===== src/rtl/srf_pkg.sv =====
// Package for the spectrogram row block: sizes, request types, controller codes,
// fixed-point helpers and the window and twiddle tables.
// Used by the controller, datapath and top level; depends on nothing.
`timescale 1ns / 1ps

package srf_pkg;

  localparam int N_PTS    = 512;
  localparam int LOG2_N   = 9;
  localparam int N_BINS   = 128;
  localparam int N_BFLY   = N_PTS / 2;
  localparam int N_STAGES = LOG2_N;
  localparam int SQ_ITERS = 16;

  localparam logic [63:0] S_A1 = 64'd1686629713;
  localparam logic [63:0] S_A3 = 64'd693598668;
  localparam logic [63:0] S_A5 = 64'd85569307;
  localparam logic [63:0] S_A7 = 64'd5026995;
  localparam logic [63:0] S_A9 = 64'd172272;

  localparam logic signed [26:0] DB_PER_LOG2 = 27'sd50504453;
  localparam logic signed [47:0] W24_MAX = 48'sd8388607;
  localparam logic signed [47:0] W24_MIN = -48'sd8388608;

  typedef struct packed {
    logic signed [15:0] sample;
    logic               snapshot;
  } in_req_t;

  typedef struct packed {
    logic [5:0] bin_pair;
    logic [9:0] level_even;
    logic [9:0] level_odd;
    logic [5:0] row_number;
    logic       last_of_row;
  } out_req_t;

  typedef enum logic [17:0] {
    S_IDLE    = 18'b000000000000000001,
    S_LD_RD   = 18'b000000000000000010,
    S_LD_MUL  = 18'b000000000000000100,
    S_LD_WR   = 18'b000000000000001000,
    S_BF_RA   = 18'b000000000000010000,
    S_BF_RB   = 18'b000000000000100000,
    S_BF_MUL  = 18'b000000000001000000,
    S_BF_ADD  = 18'b000000000010000000,
    S_BF_WA   = 18'b000000000100000000,
    S_BF_WB   = 18'b000000001000000000,
    S_MG_RD   = 18'b000000010000000000,
    S_MG_MUL  = 18'b000000100000000000,
    S_MG_SUM  = 18'b000001000000000000,
    S_MG_NORM = 18'b000010000000000000,
    S_MG_SQ   = 18'b000100000000000000,
    S_MG_DB   = 18'b001000000000000000,
    S_MG_LVL  = 18'b010000000000000000,
    S_MG_FIN  = 18'b100000000000000000
  } state_t;

  typedef struct packed {
    state_t     op;
    logic       store;
    logic [8:0] idx;
    logic [3:0] stage;
  } srf_cmd_t;

  typedef struct packed {
    logic pw_zero;
    logic norm_top;
  } srf_stat_t;

  typedef logic [N_PTS-1:0][17:0]   win_rom_t;
  typedef logic [N_BFLY-1:0][31:0]  tw_rom_t;

  function automatic logic signed [17:0] sin_fix(input logic [31:0] ph, input int fb);
    logic [63:0] r;
    logic [63:0] x;
    logic [63:0] x2;
    logic [63:0] p;
    logic [63:0] s;
    logic [63:0] mag;
    r  = {34'd0, ph[29:0]};
    x  = ph[30] ? ((64'd1 << 30) - r) : r;
    x2 = (x * x) >> 30;
    p  = S_A7 - ((x2 * S_A9) >> 30);
    p  = S_A5 - ((x2 * p) >> 30);
    p  = S_A3 - ((x2 * p) >> 30);
    p  = S_A1 - ((x2 * p) >> 30);
    s  = (x * p) >> 30;
    mag = (s + (64'd1 << (29 - fb))) >> (30 - fb);
    if (mag > (64'd1 << fb)) mag = 64'd1 << fb;
    return ph[31] ? -$signed(mag[17:0]) : $signed(mag[17:0]);
  endfunction

  function automatic win_rom_t make_win();
    win_rom_t    t;
    logic [63:0] ph;
    for (int i = 0; i < N_PTS; i++) begin
      ph   = ((64'(i) << 32) + 64'((N_PTS - 1) / 2)) / 64'(N_PTS - 1);
      t[i] = 18'(18'sd32768 - sin_fix(ph[31:0] + 32'h4000_0000, 15));
    end
    return t;
  endfunction

  function automatic tw_rom_t make_tw();
    tw_rom_t          t;
    logic [31:0]      ph;
    logic signed [17:0] wr;
    logic signed [17:0] wi;
    for (int k = 0; k < N_BFLY; k++) begin
      ph   = 32'd0 - (32'(k) << (32 - LOG2_N));
      wr   = sin_fix(ph + 32'h4000_0000, 14);
      wi   = sin_fix(ph, 14);
      t[k] = {wr[15:0], wi[15:0]};
    end
    return t;
  endfunction

  localparam win_rom_t WIN_ROM = make_win();
  localparam tw_rom_t  TW_ROM  = make_tw();

  function automatic logic signed [23:0] sat24(input logic signed [47:0] v);
    if (v > W24_MAX) return W24_MAX[23:0];
    if (v < W24_MIN) return W24_MIN[23:0];
    return v[23:0];
  endfunction

  function automatic logic [LOG2_N-1:0] bit_rev(input logic [LOG2_N-1:0] v);
    logic [LOG2_N-1:0] o;
    for (int b = 0; b < LOG2_N; b++) o[b] = v[LOG2_N-1-b];
    return o;
  endfunction

endpackage


===== src/rtl/srf_ctrl.sv =====
// Controller for the spectrogram row block: sequences loading, the FFT stages
// and the level conversion. Depends on srf_pkg.
`timescale 1ns / 1ps

module srf_ctrl
  import srf_pkg::*;
(
  input  logic      clk,
  input  logic      rst_n,
  input  logic      start,
  input  logic      snapshot,
  input  srf_stat_t stat,
  output srf_cmd_t  cmd,
  output logic      busy
);

  state_t     state_r, state_nxt;
  logic [8:0] idx_r, idx_nxt;
  logic [3:0] stage_r, stage_nxt;
  logic [3:0] sq_r, sq_nxt;

  always_comb begin
    state_nxt = state_r;
    idx_nxt   = idx_r;
    stage_nxt = stage_r;
    sq_nxt    = sq_r;
    case (state_r)
      S_IDLE: begin
        if (start && snapshot) begin
          state_nxt = S_LD_RD;
          idx_nxt   = '0;
        end
      end
      S_LD_RD:  state_nxt = S_LD_MUL;
      S_LD_MUL: state_nxt = S_LD_WR;
      S_LD_WR: begin
        if (idx_r == 9'(N_PTS - 1)) begin
          state_nxt = S_BF_RA;
          idx_nxt   = '0;
          stage_nxt = 4'd1;
        end else begin
          state_nxt = S_LD_RD;
          idx_nxt   = idx_r + 9'd1;
        end
      end
      S_BF_RA:  state_nxt = S_BF_RB;
      S_BF_RB:  state_nxt = S_BF_MUL;
      S_BF_MUL: state_nxt = S_BF_ADD;
      S_BF_ADD: state_nxt = S_BF_WA;
      S_BF_WA:  state_nxt = S_BF_WB;
      S_BF_WB: begin
        idx_nxt = idx_r + 9'd1;
        state_nxt = S_BF_RA;
        if (idx_r == 9'(N_BFLY - 1)) begin
          idx_nxt = '0;
          if (stage_r == 4'(N_STAGES)) begin
            state_nxt = S_MG_RD;
          end else begin
            stage_nxt = stage_r + 4'd1;
          end
        end
      end
      S_MG_RD:  state_nxt = S_MG_MUL;
      S_MG_MUL: state_nxt = S_MG_SUM;
      S_MG_SUM: state_nxt = S_MG_NORM;
      S_MG_NORM: begin
        if (stat.pw_zero) begin
          state_nxt = S_MG_LVL;
        end else if (stat.norm_top) begin
          state_nxt = S_MG_SQ;
          sq_nxt    = '0;
        end
      end
      S_MG_SQ: begin
        sq_nxt = sq_r + 4'd1;
        if (sq_r == 4'(SQ_ITERS - 1)) state_nxt = S_MG_DB;
      end
      S_MG_DB:  state_nxt = S_MG_LVL;
      S_MG_LVL: state_nxt = S_MG_FIN;
      S_MG_FIN: begin
        if (idx_r == 9'(N_BINS - 1)) begin
          state_nxt = S_IDLE;
        end else begin
          state_nxt = S_MG_RD;
          idx_nxt   = idx_r + 9'd1;
        end
      end
      default: state_nxt = S_IDLE;
    endcase
  end

  always_ff @(posedge clk) begin
    if (!rst_n) begin
      state_r <= S_IDLE;
      idx_r   <= '0;
      stage_r <= 4'd1;
      sq_r    <= '0;
    end else begin
      state_r <= state_nxt;
      idx_r   <= idx_nxt;
      stage_r <= stage_nxt;
      sq_r    <= sq_nxt;
    end
  end

  assign busy      = (state_r != S_IDLE);
  assign cmd.op    = state_r;
  assign cmd.store = start && (state_r == S_IDLE);
  assign cmd.idx   = idx_r;
  assign cmd.stage = stage_r;

endmodule


===== config.mk =====
export PLATFORM = sky130hd
export DESIGN_NAME = srf_ctrl
export DESIGN_NICKNAME = d
export VERILOG_FILES = /design/src/rtl/srf_pkg.sv /design/src/rtl/srf_ctrl.sv
export SDC_FILE = /design/constraint.sdc
export NUM_CORES = 1
export LEC_CHECK = 0
export ABC_CLOCK_PERIOD_IN_PS = 2630
export BUFFER_PORTS_ARGS = -buffer_cell sky130_fd_sc_hd__buf_2
export CAP_MARGIN = 20
export CORE_UTILIZATION = 57
export CTS_BUF_LIST = sky130_fd_sc_hd__clkbuf_2 sky130_fd_sc_hd__clkbuf_4 sky130_fd_sc_hd__clkbuf_8
export CTS_CLUSTER_DIAMETER = 100
export DETAILED_ROUTE_END_ITERATION = 8
export GPL_TIMING_DRIVEN = 0
export HOLD_SLACK_MARGIN = 0.15
export PLACE_DENSITY = 0.82
export SLEW_MARGIN = 10
export SYNTH_ARGS = -nofsm -noshare
export SYNTH_HDL_FRONTEND = slang
export SYNTH_SLANG_ARGS = --single-unit

===== constraint.sdc =====
create_clock -name clk -period 2.63 [get_ports clk]
set_input_delay 0 -clock clk [delete_from_list [all_inputs] [get_ports clk]]
set_output_delay 0 -clock clk [all_outputs]
set_load 0.02 [all_outputs]

=== Word-level counts from Yosys, hierarchy flattened ===
Index checks and enable logic that the tools add are counted.

* Shift-type cells: 0
* Multiplexer cells: 21
* Eq/ne operators: 33
* Magnitude comparators: 0
* Multiply operators: 0
* Div/mod/pow operators: 0
* Reductions and logical operators: 9
* Add/sub/neg operators: 3
* Bitwise logic cells: 0

{| class="wikitable"
|+ Operator list
! operator !! count
|-
| 18-bit one-hot mux with 18 select lines || 1
|-
| 18-bit two-way mux || 4
|-
| 9-bit two-way mux || 4
|-
| 9-bit one-hot mux with 4 select lines || 1
|-
| 11-bit two-way mux || 3
|-
| 4-bit two-way mux || 5
|-
| 18-bit by 1-bit == test with 1-bit output, second input constant || 1
|-
| 18-bit by 10-bit == test with 1-bit output, second input constant || 1
|-
| 18-bit by 11-bit == test with 1-bit output, second input constant || 1
|-
| 18-bit by 12-bit == test with 1-bit output, second input constant || 1
|-
| 18-bit by 13-bit == test with 1-bit output, second input constant || 1
|-
| 18-bit by 14-bit == test with 1-bit output, second input constant || 1
|-
| 18-bit by 15-bit == test with 1-bit output, second input constant || 1
|-
| 18-bit by 16-bit == test with 1-bit output, second input constant || 1
|-
| 18-bit by 17-bit == test with 1-bit output, second input constant || 1
|-
| 18-bit == test, second input constant || 1
|-
| 18-bit by 2-bit == test with 1-bit output, second input constant || 1
|-
| 18-bit by 3-bit == test with 1-bit output, second input constant || 1
|-
| 18-bit by 4-bit == test with 1-bit output, second input constant || 1
|-
| 18-bit by 5-bit == test with 1-bit output, second input constant || 1
|-
| 18-bit by 6-bit == test with 1-bit output, second input constant || 1
|-
| 18-bit by 7-bit == test with 1-bit output, second input constant || 1
|-
| 18-bit by 8-bit == test with 1-bit output, second input constant || 1
|-
| 18-bit by 9-bit == test with 1-bit output, second input constant || 1
|-
| 16 further kinds || 30
|}

* Input port bits: 6
* Output and inout port bits: 33
* Bits in latches: 0
* Register bits after elaboration: 35
* Bits in read-only memories: 0
* Memories kept: 0
* RAM bits: 0

=== Logic depth before layout (Yosys ltp) ===
* Word-level depth: 4
* Mapped depth: 10
* Mapped depth without buffers: 10

=== Least setup slack after synthesis ===
Ideal clock, no wire load.

* Path type: flip-flop to flip-flop
* Start point: register state_r[5]
* End point: register idx_r[6]
* Library setup time: 0.117 ns
* Path buffers: 2
* Path slack: 0.190 ns
* Data arrival time: 2.323 ns
* Cell stages (with the launch flop): 9
* Cell sequence: dfxtp_1 clkbuf_1 or3_1 nor4_1 nand3_1 a311oi_2 buf_4 o21ai_1 a32o_1

* Word-level cells in the longest chain between the ends: 3
* Elaborated cells on any way between the ends: 9
* Classes of those cells: eq/ne (6); mux (1); reduce/logical (2)

{| class="wikitable"
|+ RTL lines
! what !! RTL line !! text
|-
| from (decl) || srf_ctrl.sv:17 || <nowiki>state_t state_r, state_nxt;</nowiki>
|-
| from (signal assigned) || srf_ctrl.sv:99 || <nowiki>state_r <= state_nxt;</nowiki>
|-
| 18-bit by 1-bit == test with 1-bit output (tied with other cells) || srf_ctrl.sv:27 || <nowiki>case (state_r)</nowiki>
|-
| 4-bit nonzero test (no line) or 2-bit inequality test (tied branches) || n/a ||
|-
| 3-bit AND reduction (no line) || n/a ||
|-
| to (signal assigned) || srf_ctrl.sv:100 || <nowiki>idx_r <= idx_nxt;</nowiki>
|-
| to (decl) || srf_ctrl.sv:18 || <nowiki>logic [8:0] idx_r, idx_nxt;</nowiki>
|}

Parallel ways exist; a longest one is shown, timed or not.
A chain may end at the register's enable or synchronous reset.

=== Worst setup path in the final report ===
* Start point: register state_r[14]
* End point: register idx_r[3]

The elaborated chain is that of the path after synthesis.

==> metrics.md <==
| Metric | Value |
|---|---|
| Highest ir drop seen on vdd | `0.364 mV` |
| Routability congestion estimate | `0.912` |
| Startpoint Class | `flop` |
| Most frequent cells in the layout | `buf_2 (39), dfxtp_1 (35), nor2_1 (24)` |
| H-tree lvl count | `2` |
| Worst Path Required | `2880 ps` |
| Final Hold Vio Count | `0` |
| Antenna Nets Post-Route | `0` |
| Share of cells above drive strength 1 | `21.4%` |
| Area Growth Syn to Fin | `20.9%` |
| Placed cell count | `330` |
| Synth Cell Area | `2050 sq um` |
| Routed via count | `2,129` |
| Synth async-reset ratio | `0%` |
| Post-synth EDFFs | `0` |
| Delay-heaviest family, CP | `simple AND/OR/NAND/NOR gates` |
| Core area | `3390 sq um` |
| Per-cell routed wire length | `14.9 um` |
| Crit. End Element | `flop` |
| Post-DR vias/cell | `6.17` |
| Cells after synthesis | `246` |
| Total clock sinks | `35` |
| Dpl cell area | `2300 sq um` |
| DRT iter0 DRCs | `179` |
| Max Clock Freq | `0.402 GHz` |
| Synth warn | `0` |
| Top cell type by total area after synthesis | `dfxtp_1` |
| Die Area | `3840 sq um` |
| Ports | `39` |
| Port bufs | `38` |
| Setup violators final | `0` |
| FILL cells | `264` |
| Die outline height | `62 um` |
| Antenna violations before repair | `0` |
| Period Utilization, post-route | `94.5%` |
| Post-synth top flop | `dfxtp_1` |
| Worst rel slew slack | `58.8%` |
| Sequential-to-total area share from yosys stat | `34.1%` |
| CP arrival | `2730 ps` |
| CTS buffer count | `5` |
| Synth Area per Inst | `8.34 sq um` |
| Total track usage | `28.6%` |
| Hold path cells | `5` |
| Crit-path max cell delay | `520 ps` |
| Detailed Route WL | `5120 um` |
| Final Instance Area | `2480 sq um` |
| Clock-pin slew on the worst setup and hold paths | `120 ps` |
| Starting Density | `60.5%` |
| Total Neg Setup Slack | `0 ps` |
| Insertion delay to the later sink of the worst-skew pair | `350 ps` |
| Pins Over Slew Limit | `0` |
| Status | `completed` |
| Distinct cells, synth | `49` |
| Number of global-route vias before repair | `1,774` |
| # Max-Cap Violations | `0` |
| Crit-path max FO | `10` |
| Post-DP HPWL | `3580 um` |
| Top cells by area, synth | `dfxtp_1 (34%), nor2_1 (4.4%), ha_1 (4.3%), nand3_1 (3.7%), nand2_1 (3.5%)` |
| FF+latch count, synth | `35` |
| Total nets after synthesis | `259` |
| CTS tree | `done` |
| Fin util | `73.2%` |
| DR pass1 iterations | `5` |
| Design Power | `1.30 mW` |
| Crit path depth | `8` |
| CTS root buffer | `clkbuf_4` |
| Reg2Reg Depth | `8` |
| Worst slew pin tran | `609 ps` |
| DRC | `0` |
| Crit path kind | `flop to flop` |
| Grt ovf | `0` |
| Commonest non-fill, non-tap cell in the layout | `buf_2` |
| Min cycle time layout | `2490 ps` |
| # nets final | `311` |
| Maximum buffer depth of the clock tree | `2` |
| Die width | `62 um` |
| Largest net degree at the start of global routing | `12` |
| Setup Skew | `10.4 ps` |
| First-pass GRT wire length | `8000 um` |
| FP Rows | `21` |
| Buf/Inv on CP | `2` |
| Antenna cells | `0` |
| Leakage | `1.05 nW` |
| Ordered cell list for the critical path | `clkbuf_2 -> or4_4 -> nor4b_4 -> nand3_2 -> a311oi_2 -> buf_4 -> o21ai_1 -> a32o_1` |
| Tightest Hold Check Type | `input pin to flop` |
| Pwr/cell area | `523 nW/um^2` |
| Final Non-Filler Cells | `345` |
| Post-synth top area share | `34.1%` |
| CP max-delay cell | `or4_4` |
[cell type report]
type / count / area (sq um) / share of cell area [%]
sequential: 35 / 701 / 28.3
timing repair buffer: 45 / 250 / 10.1
buffer: 12 / 55.1 / 2.22
inverter: 6 / 22.5 / 0.908
tap: 46 / 57.6 / 2.32
clock inverter: 2 / 60.1 / 2.42
clock buffer: 6 / 45.0 / 1.82
multi-input combinational: 193 / 1290 / 52.0
[tightest hold or removal path, stage by stage]
cell	delay, ps
buf_2	70
nand2_1	60
nand4_1	150
nand3_1	90
nor2_1	90
[repair_timing]
item	4_1_cts	5_1_grt
endpoints found under the setup margin	0	9
hold endpoints to repair	8	0
gates resized for setup	0	2
buffers inserted	0	4
hold buffers	3	0
[flip-flops by register name, summed over array words and instances, names as in the netlist]
name and count:
state_r 18, stage_r 4, idx_r 9, sq_r 4
[final timing paths]
path / startpoint / to / slack (ps)
max: state_r[14]$_SDFFE_PN0P_ / idx_r[3]$_SDFFE_PN0P_ / 140
min: snapshot / state_r[13]$_SDFFE_PN0P_ / 160
max reg2reg: state_r[14]$_SDFFE_PN0P_ / idx_r[3]$_SDFFE_PN0P_ / 140
min reg2reg: sq_r[1]$_SDFFE_PN0P_ / sq_r[1]$_SDFFE_PN0P_ / 510
[cells by family (layout without fill, tap and decap cells)]
group	Yosys count	in the layout	synth area share (%)
simple gates	137	137	40.1
compound gates	39	39	13.4
flops	35	35	34.1
buf+inv	18	71	3.78
xor+xnor	10	10	4.27
fa+ha+maj	7	7	4.27
[cell usage after synthesis, drive strengths merged (5+ instances only)]
master and instances:
dfxtp 35, and4b 5, nand3 16, a32o 6
clkbuf 9, xor2 6, nand2 19, nand4 9
ha 7, or4 5, inv 6, a21oi 7
and3 8, nor4b 5, nor2 24, nor3 12
o21ai 13, nor4 10
[layer usage]
| layer | up-vias | track usage, % | wire length (um) |
|---|---|---|---|
| met4 | 0 | 10.8 | 100 |
| met5 | - | 0 | 0 |
| met2 | 87 | 47.7 | 2440 |
| li1 | 1028 | - | - |
| met3 | 13 | 8.07 | 351 |
| met1 | 1001 | 35.0 | 2230 |
[metrics by stage]
stage,setup WS [ps],hold slack (ps)
2_1_floorplan,190,163
3_3_place_gp,90.1,317
3_5_place_dp,65.6,326
4_1_cts,48.9,156
5_1_grt,-4.78,182
6_report,144,156
[where the power goes]
part,switching (mW),leakage (nW),internal [mW],total (mW)
sequential,0.00855,0.282,0.537,0.546
combinational,0.154,0.715,0.0988,0.253
clock,0.192,0.0559,0.307,0.499
total,0.355,1.05,0.943,1.30
Power figures use the tool's default switching activity.
